--- config.mk ---
export PLATFORM = sky130hd
export DESIGN_NAME = plsu_cell
export DESIGN_NICKNAME = d
export VERILOG_FILES = /design/src/sv/plsu_pkg.sv /design/src/sv/plsu_cell.sv
export SDC_FILE = /design/constraint.sdc
export NUM_CORES = 1
export LEC_CHECK = 0
export BUFFER_PORTS_ARGS = -buffer_cell sky130_fd_sc_hd__buf_4
export CAP_MARGIN = 20
export CORE_MARGIN = 2
export CORE_UTILIZATION = 30
export CTS_CLUSTER_DIAMETER = 30
export DETAILED_ROUTE_END_ITERATION = 12
export GPL_ROUTABILITY_DRIVEN = 0
export PLACE_DENSITY = 0.66
export REMOVE_ABC_BUFFERS = 1
export SLEW_MARGIN = 20
export SYNTH_ARGS = -nofsm -noshare
export SYNTH_HDL_FRONTEND = slang
export SYNTH_SLANG_ARGS = --single-unit
--- constraint.sdc ---
create_clock -name clk -period 2.5 [get_ports clk]
set_input_delay 0.125 -clock clk [delete_from_list [all_inputs] [get_ports clk]]
set_output_delay 0.125 -clock clk [all_outputs]
set_load 0.005 [all_outputs]
--- src/sv/plsu_pkg.sv ---
// Package for the positional list store: sizes, status codes, opcodes and the
// command struct that the controller broadcasts to every storage cell.
// No dependencies.
package plsu_pkg;

	localparam int DEPTH   = 64;
	localparam int IDX_W   = $clog2(DEPTH);
	localparam int CNT_W   = $clog2(DEPTH + 1);
	localparam int OP_W    = 3;
	localparam int POS_W   = 7;
	localparam int DATA_W  = 32;
	localparam int STAT_W  = 3;
	localparam int FPOS_W  = 6;
	localparam int COUNT_W = 7;
	localparam int CMP_W   = (POS_W > CNT_W) ? POS_W : CNT_W;

	localparam logic [STAT_W-1:0] ST_OK       = 3'd0;
	localparam logic [STAT_W-1:0] ST_RANGE    = 3'd1;
	localparam logic [STAT_W-1:0] ST_FULL     = 3'd2;
	localparam logic [STAT_W-1:0] ST_EMPTY    = 3'd3;
	localparam logic [STAT_W-1:0] ST_NOTFOUND = 3'd4;

	typedef enum logic [OP_W-1:0] {
		OP_PUSH_FRONT = 3'd0,
		OP_PUSH_BACK  = 3'd1,
		OP_INSERT_AT  = 3'd2,
		OP_POP_FRONT  = 3'd3,
		OP_POP_BACK   = 3'd4,
		OP_DELETE_AT  = 3'd5,
		OP_READ_AT    = 3'd6,
		OP_SEARCH     = 3'd7
	} opcode_t;

	typedef enum logic [1:0] {
		CELL_HOLD,
		CELL_INSERT,
		CELL_DELETE,
		CELL_ROTATE
	} cell_op_t;

	typedef struct packed {
		cell_op_t                  kind;
		logic [CMP_W-1:0]          at;
		logic signed [DATA_W-1:0]  value;
	} cell_cmd_t;

endpackage

--- src/sv/plsu_cell.sv ---
// One storage cell of the positional list store chain.
// Holds one entry and takes data from either neighbor or from the broadcast
// command. Depends on plsu_pkg.
module plsu_cell import plsu_pkg::*; (
	input  logic                      clk,
	input  cell_cmd_t                 cmd,
	input  logic [IDX_W-1:0]          index,
	input  logic signed [DATA_W-1:0]  below,
	input  logic signed [DATA_W-1:0]  above,
	output logic signed [DATA_W-1:0]  data
);

	logic signed [DATA_W-1:0] data_q;
	logic signed [DATA_W-1:0] data_d;
	logic [CMP_W-1:0]         idx_x;

	assign idx_x = CMP_W'(index);

	always_comb begin
		data_d = data_q;
		case (cmd.kind)
			CELL_INSERT: begin
				if (idx_x == cmd.at) begin
					data_d = cmd.value;
				end else if (idx_x > cmd.at) begin
					data_d = below;
				end
			end
			CELL_DELETE: begin
				if (idx_x >= cmd.at) begin
					data_d = above;
				end
			end
			CELL_ROTATE: begin
				data_d = above;
			end
			default: begin
				data_d = data_q;
			end
		endcase
	end

	always_ff @(posedge clk) begin
		data_q <= data_d;
	end

	assign data = data_q;

endmodule

# Yosys cells after proc, flatten, opt, wreduce, memory -nomap -nowiden
# Index checks and enable logic that the tools add are counted.
dict set report op_classes {
  n_lt_le_gt_ge 2
  n_eq_ne 6
  n_mux 4
  reduce_logical 2
}
# cell n
set op_table {}
lappend op_table {{32-bit two-way mux} 3}
lappend op_table {{32-bit one-hot mux with 3 select lines} 1}
lappend op_table {{6-bit by 7-bit == test with 1-bit output} 1}
lappend op_table {{6-bit by 7-bit >= comparator with 1-bit output} 1}
lappend op_table {{6-bit by 7-bit greater-than comparator with 1-bit output} 1}
lappend op_table {{2-bit == test, second input constant} 2}
lappend op_table {{3-bit != test, second input constant} 1}
lappend op_table {{3-bit AND reduction} 1}
lappend op_table {{3-bit nonzero test} 1}
lappend op_table {{2-bit by 1-bit == test with 1-bit output, second input constant} 1}
lappend op_table {{2-bit != test, second input constant} 1}
dict set report totals {
  ff_bits 32
  in_bits 112
  out_inout_bits 32
  wordCells 15
}

# Longest topological paths before layout
# Gate-level depths: netlist of the first run.
dict set report logic_depth {
  word_depth 4
  depth_mapped 7
  depth_no_buf 6
}

# Least setup slack after synthesis of the first run
# OpenSTA, ideal clock, no wires.
dict set report synth_path {
  path_kind {input -> register}
  from {input cmd[37] (netlist bit)}
  to {register data_q[0], in the netlist data[0] (enable)}
  setup_time_ns 0.393
  arrival_ns 1.832
  t_required_ns 2.107
  path_slack_ns 0.276
  stages 5
  n_path_buf 0
  cell_sequence {inv_1 -> ha_1 -> nand4b_4 -> o32ai_1 -> maj3_1}
}
dict set report synth_between {
  elab_chain_cells 3
  elab_cells_between_ends 6
  classes_between {order compare: 2; eq/ne: 3; reduce/logical: 1}
}
# element line
set synth_rtl {}
lappend synth_rtl {{from (decl)} plsu_cell.sv:6} ;# input cell_cmd_t cmd,
lappend synth_rtl {{6-bit by 7-bit greater-than comparator with 1-bit output (tied with other cells)} plsu_cell.sv:25} ;# end else if (idx_x > cmd.at) begin
lappend synth_rtl {{3-bit != test (no source line) or 2-bit != test (tied branches)} n/a}
lappend synth_rtl {{3-bit AND reduction (no source line) *} n/a}
lappend synth_rtl {{to (signal assigned)} plsu_cell.sv:44} ;# data_q <= data_d;
lappend synth_rtl {{to (decl)} plsu_cell.sv:13} ;# logic signed [DATA_W-1:0] data_q;
# Mark *: on every way between the ends. The rest lies on a longest branch, timed or not.
# A chain may end at the register's enable or synchronous reset.

# Worst setup path in the final report of the first run
dict set report layout_path {
  from {input cmd[37] (netlist bit)}
  to {register data_q[30], in the netlist data[30] (enable)}
}
# Same word-level chain as after synthesis.

==> results of run 1 <==
## Yosys cell counts
| library cell | number | area share [%] |
|---|---|---|
| maj3_1 | 1 | 0.54 |
| dlygate4sd1_1 | 4 | 1.9 |
| nand3_1 | 1 | 0.27 |
| buf_2 | 1 | 0.27 |
| edfxtp_1 | 32 | 52 |
| o32ai_1 | 1 | 0.47 |
| nand2_1 | 32 | 6.5 |
| buf_8 | 3 | 2.4 |
| clkbuf_1 | 1 | 0.20 |
| a211oi_1 | 1 | 0.40 |
| a21o_1 | 1 | 0.40 |
| a21oi_1 | 1 | 0.27 |
| nor2_1 | 1 | 0.20 |
| o21ai_1 | 30 | 8.1 |
| mux2i_1 | 32 | 17 |
| o21ai_0 | 2 | 0.54 |
| nand4b_4 | 1 | 1.3 |
| ha_1 | 6 | 4.0 |
| buf_6 | 1 | 0.61 |
| inv_1 | 6 | 1.2 |
| nand2b_1 | 1 | 0.34 |
| nor2_8 | 1 | 1.1 |
## through the flow
stage / total power, mW / cells
after floorplan: 0.801 / 150
after global placement: 1.07 / 371
after detailed placement: 1.08 / 371
after CTS: 1.45 / 378
after global routing: 1.51 / 378
final: 1.42 / 378
## cell type report
class / instances / area [um2]
Sequential cell: 32 / 961
Clock buffer: 6 / 72.6
Multi-Input combinational cell: 112 / 774
Fill cell: 579 / 2910
Clock inverter: 1 / 5.00
Tap cell: 75 / 93.8
Timing Repair Buffer: 146 / 1120
Inverter: 6 / 22.5
## worst min-delay path by stage
stage | from | endpoint | slack, ps
after floorplan | cmd[40] | data[0]$_DFFE_PP_ | 310
after global placement | above[7] | data[7]$_DFFE_PP_ | 410
after CTS | above[12] | data[12]$_DFFE_PP_ | 120
final | above[12] | data[12]$_DFFE_PP_ | 130
after detailed placement | above[12] | data[12]$_DFFE_PP_ | 420
after global routing | above[31] | data[31]$_DFFE_PP_ | 120
## critical path, stage by stage
cell and delay [ps]:
buf_4 80, inv_1 30, ha_1 320, nand4b_4 150, o32ai_1 330, maj3_2 480, buf_12 210
## routing by layer
layer	global-route usage, %	vias to the layer above
li1	-	865
met1	14.0	721
met2	23.7	85
met3	5.87	4
met4	5.08	0
met5	0	-
## cells by family (layout without fill, tap and decap cells)
logic type / after synthesis / after routing
muxes: 32 / 32
DFF: 32 / 32
adders and majority gates: 7 / 7
and+or+nand+nor: 37 / 37
buffers and inverters: 16 / 159
AOI/OAI and AO/OA: 36 / 36
## power breakdown
| part | internal (mW) | total [mW] | switching [mW] |
|---|---|---|---|
| Clock | 0.189 | 0.358 | 0.169 |
| Sequential | 0.674 | 0.690 | 0.0166 |
| Combinational | 0.233 | 0.369 | 0.136 |
## cell usage in the layout, fill, tap and decap left out
cell,instances
buf_4,144
mux2i_1,32
nand2_1,32
edfxtp_1,32
o21ai_1,30
inv_1,6
ha_1,6
clkbuf_8,5
o21ai_0,2
buf_12,2
nand4b_4,1
nand3_1,1
nor2_8,1
nand2b_1,1
a211oi_1,1
nor2_1,1
a21o_1,1
a21oi_1,1
o32ai_1,1
maj3_2,1
clkinv_2,1
clkbuf_1,1
==> results by group, run 1 <==
Outcome
  – Status: finished, final reports clean

Run
  – Max-cap violations: 0

Placement
  – Count of input and output buffers: 143
  – Pre-CTS setup slack: between 400 and 500 ps
  – Placement Cell Area: slightly below 3000 um2
  – Post-DP HPWL: a little under 4000 um

Global routing
  – Gr usage total: approximately 13%
  – First-pass GRT wire length: between 6000 and 7000 um
  – Antenna violations before repair: 0
  – Residual overflow from global routing: 0
  – Largest net degree at the start of global routing: between 60 and 70
  – Number of global-route vias before repair: 1510

Logic synthesis
  – Post-Synthesis Cells: 160
  – Syn Area/Cell: about 12 um2
  – Synth Area in Compound Gates: approximately a tenth
  – Adder-cell share of the synthesized area: ~4.6%
  – Post-synthesis xor/xnor area fraction: 0%
  – Cell area after synthesis: approximately 1900 um2
  – Syn. warnings: 0
  – Post-synthesis mux area share: 17.3%
  – Simple-Gate Fraction of Synth Area: under 10%
  – Synth unique cells: 22
  – Sequential fraction of the synthesis area: between 50% and 60%
  – Largest family of logic cells by synthesized area: multiplexers
  – Synth Register Bits: 32

Drt
  – DR pass1 iterations: 3
  – Wire per inst: roughly 13 um
  – Post-route DRC: 0
  – Routed wire length: between 4000 and 5000 um
  – Vias: roughly 1700
  – Wire length on met1: between 1500 and 2000 um
  – Met2 Wirelength: approximately 2500 um
  – Drt initial violations: 42
  – Met3 wire length: between 500 and 600 um
  – Vias per cell: around 4.4
  – DR top layer: met4
  – Post-route ant nets: 0

CTS
  – Clk slew on worst S/H paths: approximately 60 ps
  – H-tree levels: 2
  – CTS max path bufs: 2
  – # resized after CTS: 0
  – Setup bufs post-CTS: 0
  – TritonCTS buffer count: 5
  – Hold_buf cts: 0
  – Root Buffer: clkbuf_8
  – # clock sinks: 32
  – CTS tree: yes

Timing
  – Max Freq: 0.566 GHz
  – Slew @ Worst Pin: 569 ps
  – Unrepaired setup endpoints after global routing: no
  – Slew HR: between 60% and 70%
  – Final max-slew violation count: 0
  – Setup_tns: 0 ps
  – Final hold slack: ~130 ps
  – Period Utilization, post-route: between 70% and 80%
  – Fin crit period: between 1500 and 2000 ps
  – Final hold vios: 0
  – Final setup vio count: 0
  – Final setup margin: around 730 ps

Min path
  – Worst min path class: in2reg
  – Hold Path Cell Cnt: 3

Critical path
  – Nature of the critical path startpoint: primary input
  – CP required: approximately 2500 ps
  – CP endpoint: data[30]$_DFFE_PP_
  – Worst Path Max Fanout: 20
  – Worst setup EP type: flop
  – Worst endpoint data arrival time: about 1800 ps
  – Crit Path Category: in2reg
  – Setup crit start: cmd[37]

Floorplan
  – Row count: 28
  – Starting Density: between 30 and 40%
  – Die area: 6830 um2
  – Die width: 82.7 um
  – DIE HEIGHT: 82.7 um
  – I/O pin cnt: between 100 and 150
  – Core ar.: 5960 um2

Cells and area
  – Max reg flops: 32
  – Net count, final: 421
  – Finished Cell Area: between 3000 and 4000 um2
  – Final Util: approximately half
  – N_diodes: 0
  – Ratio of cells with drive above 1 in the final layout: approximately half
  – Layout area overhead: 64.3%

Power and ir drop
  – Leak: around 1.4 nW
  – Maximum vdd drop: about 240 uV
  – PwrDens: 465 nW/um2
Note: power is estimated with default switching activity, not from simulation.
==> inputs of run 2 (changes only) <==
==> constraint.sdc (replaced) <==
create_clock -name clk -period 1.7 [get_ports clk]
set_input_delay 0.085 -clock clk [delete_from_list [all_inputs] [get_ports clk]]
set_output_delay 0.085 -clock clk [all_outputs]
set_load 0.005 [all_outputs]
==> run 2 against run 1 <==
Against the previous run:
- sequential share of layout area shrank 0.85 points
- power grew 59%
- non-clock buffer count grew 4
- critical path type unchanged
==> results by group, run 2 (same netlist as run 1, synthesis figures left out) <==
Floorplan
  – DIE HEIGHT: 82.7 um (unchanged)
  – I/O pin cnt: 144 (unchanged)
  – Row count: 28 (unchanged)
  – Die width: 82.7 um (unchanged)
  – Die area: 6830 um2 (unchanged)
  – Core ar.: 5960 um2 (unchanged)
  – Starting Density: 31.2% (unchanged)

Critical path
  – CP required: 1680 ps (was 2490 ps)
  – Worst setup EP type: flop (unchanged)
  – Nature of the critical path startpoint: primary input (unchanged)
  – Setup crit start: cmd[37] (unchanged)
  – Worst Path Max Fanout: 32 (was 20)
  – Crit Path Category: in2reg (unchanged)
  – CP endpoint: data[5]$_DFFE_PP_ (was data[30]$_DFFE_PP_)
  – Worst endpoint data arrival time: 1470 ps (was 1750 ps)

Timing
  – Max Freq: between 0.6 and 0.7 GHz
  – Slew @ Worst Pin: 302 ps (was 569 ps)
  – Slew HR: 79.9% (was 62.1%)
  – Setup_tns: 0 ps (unchanged)
  – Final setup margin: 208 ps (was 732 ps)
  – Final max-slew violation count: 0 (unchanged)
  – Fin crit period: 1490 ps
  – Final hold slack: 83.6 ps (was 130 ps)
  – Period Utilization, post-route: ~88%
  – Unrepaired setup endpoints after global routing: no (unchanged)
  – Final hold vios: 0 (unchanged)
  – Final setup vio count: 0 (unchanged)

CTS
  – # clock sinks: 32 (unchanged)
  – CTS tree: yes (unchanged)
  – Hold_buf cts: 0 (unchanged)
  – CTS max path bufs: 2 (unchanged)
  – # resized after CTS: 0 (unchanged)
  – Root Buffer: clkbuf_8 (unchanged)
  – H-tree levels: 2 (unchanged)
  – TritonCTS buffer count: 5 (unchanged)
  – Clk slew on worst S/H paths: 60 ps (about the same)
  – Setup bufs post-CTS: 0 (unchanged)

Cells and area
  – Finished Cell Area: 3140 um2 (was 3050 um2)
  – Commonest non-fill, non-tap cell in the layout: buf_4 (unchanged)
  – N_diodes: 0 (unchanged)
  – Net count, final: 425 (was 421)
  – Ratio of cells with drive above 1 in the final layout: 51.9% (was 51.2%)
  – Final Util: 52.6% (was 51.2%)
  – Post-route insts no fill: 383 (was 378)
  – Layout area overhead: 68.9% (was 64.3%)
  – Most frequent cells in the layout: buf_4, mux2i_1, nand2_1, edfxtp_1, o21ai_1 (unchanged)
  – Max reg flops: 32 (unchanged)

Global routing
  – Gr usage total: 13.7% (was 13.4%)
  – Residual overflow from global routing: 0 (unchanged)
  – First-pass GRT wire length: 6960 um (was 6690 um)
  – Antenna violations before repair: 0 (unchanged)
  – Number of global-route vias before repair: 1612 (was 1510)
  – Largest net degree at the start of global routing: 36 (was 65)

Drt
  – Vias: 1720 (was 1675)
  – DR pass1 iterations: 3 (unchanged)
  – Drt initial violations: 43 (was 42)
  – Post-route DRC: 0 (unchanged)
  – Vias per cell: 4.49 (was 4.43)
  – Wire per inst: 12.5 um (was 12.8 um)
  – Post-route ant nets: 0 (unchanged)
  – Routed wire length: 4800 um (was 4830 um)

Placement
  – Pre-CTS setup slack: -81.5 ps (was 401 ps)
  – Count of input and output buffers: 143 (unchanged)
  – Placement Cell Area: 3030 um2 (was 2970 um2)
  – Post-DP HPWL: 4030 um (was 3890 um)
  – Placed cell count: 375 (was 371)

Power and ir drop
  – Leak: 1.40 nW (was 1.36 nW)
  – Combinational power share: 24.3% (was 26.0%)
  – PwrDens: 720 nW/um2 (was 465 nW/um2)
  – Clk pwr share: 30.7% (was 25.3%)
  – Internal: 1.77 mW (was 1.10 mW)
  – Net Switching: 0.485 mW (was 0.322 mW)
  – Maximum vdd drop: 311 uV (was 241 uV)
  – Power Total: 2.26 mW (was 1.42 mW)
  – Reg power frac: 45.0% (was 48.7%)
  – Sw Share: 21.5% (was 22.7%)

Min path
  – Hold Startpoint: above[31] (was above[12])
  – Worst min path class: in2reg (unchanged)

Run
  – Max-cap violations: 0 (unchanged)

Outcome
  – Status: finished, final reports clean (unchanged)
## run 2: power groups by stage
stage | Combinational, mW | Sequential [mW] | Clock [mW]
CTS | 0.560 | 1.02 | 0.713
global route | 0.609 | 1.02 | 0.768
finish | 0.548 | 1.02 | 0.693
detailed placement | 0.560 | 1.03 | 0
global placement | 0.551 | 1.03 | 0
floorplan | 0.130 | 1.05 | 0
## run 2: worst min path at each step
stage,end,slack (ps),cells past startpoint
5_1_grt,data[10]$_DFFE_PP_,80,3
4_1_cts,data[31]$_DFFE_PP_,80,3
3_3_place_gp,data[2]$_DFFE_PP_,370,3
6_report,data[31]$_DFFE_PP_,80,3
2_1_floorplan,data[0]$_DFFE_PP_,270,2
3_5_place_dp,data[31]$_DFFE_PP_,380,3
## run 2: final cells by class
cell class                      count  area [um2]
Clock buffer                        6        72.6
Timing Repair Buffer              150        1180
Fill cell                         562        2820
Tap cell                           75        93.8
Clock inverter                      2        35.0
Sequential cell                    32         961
Inverter                            6        22.5
Multi-Input combinational cell    112         774
## run 2: per-layer routing
layer / up-vias / share of wire (%) / global-route usage, %
met5: - / 0 / 0
met1: 747 / 32 / 13.2
met3: 13 / 14 / 6.85
met2: 88 / 53 / 24.8
met4: 0 / 2.2 / 5.41
li1: 872 / - / -
## run 2: worst max-delay path, stage by stage
cell and delay [ps]:
buf_4 80, inv_1 30, ha_1 330, nand4b_4 110, o32ai_1 330, maj3_2 290, buf_12 200
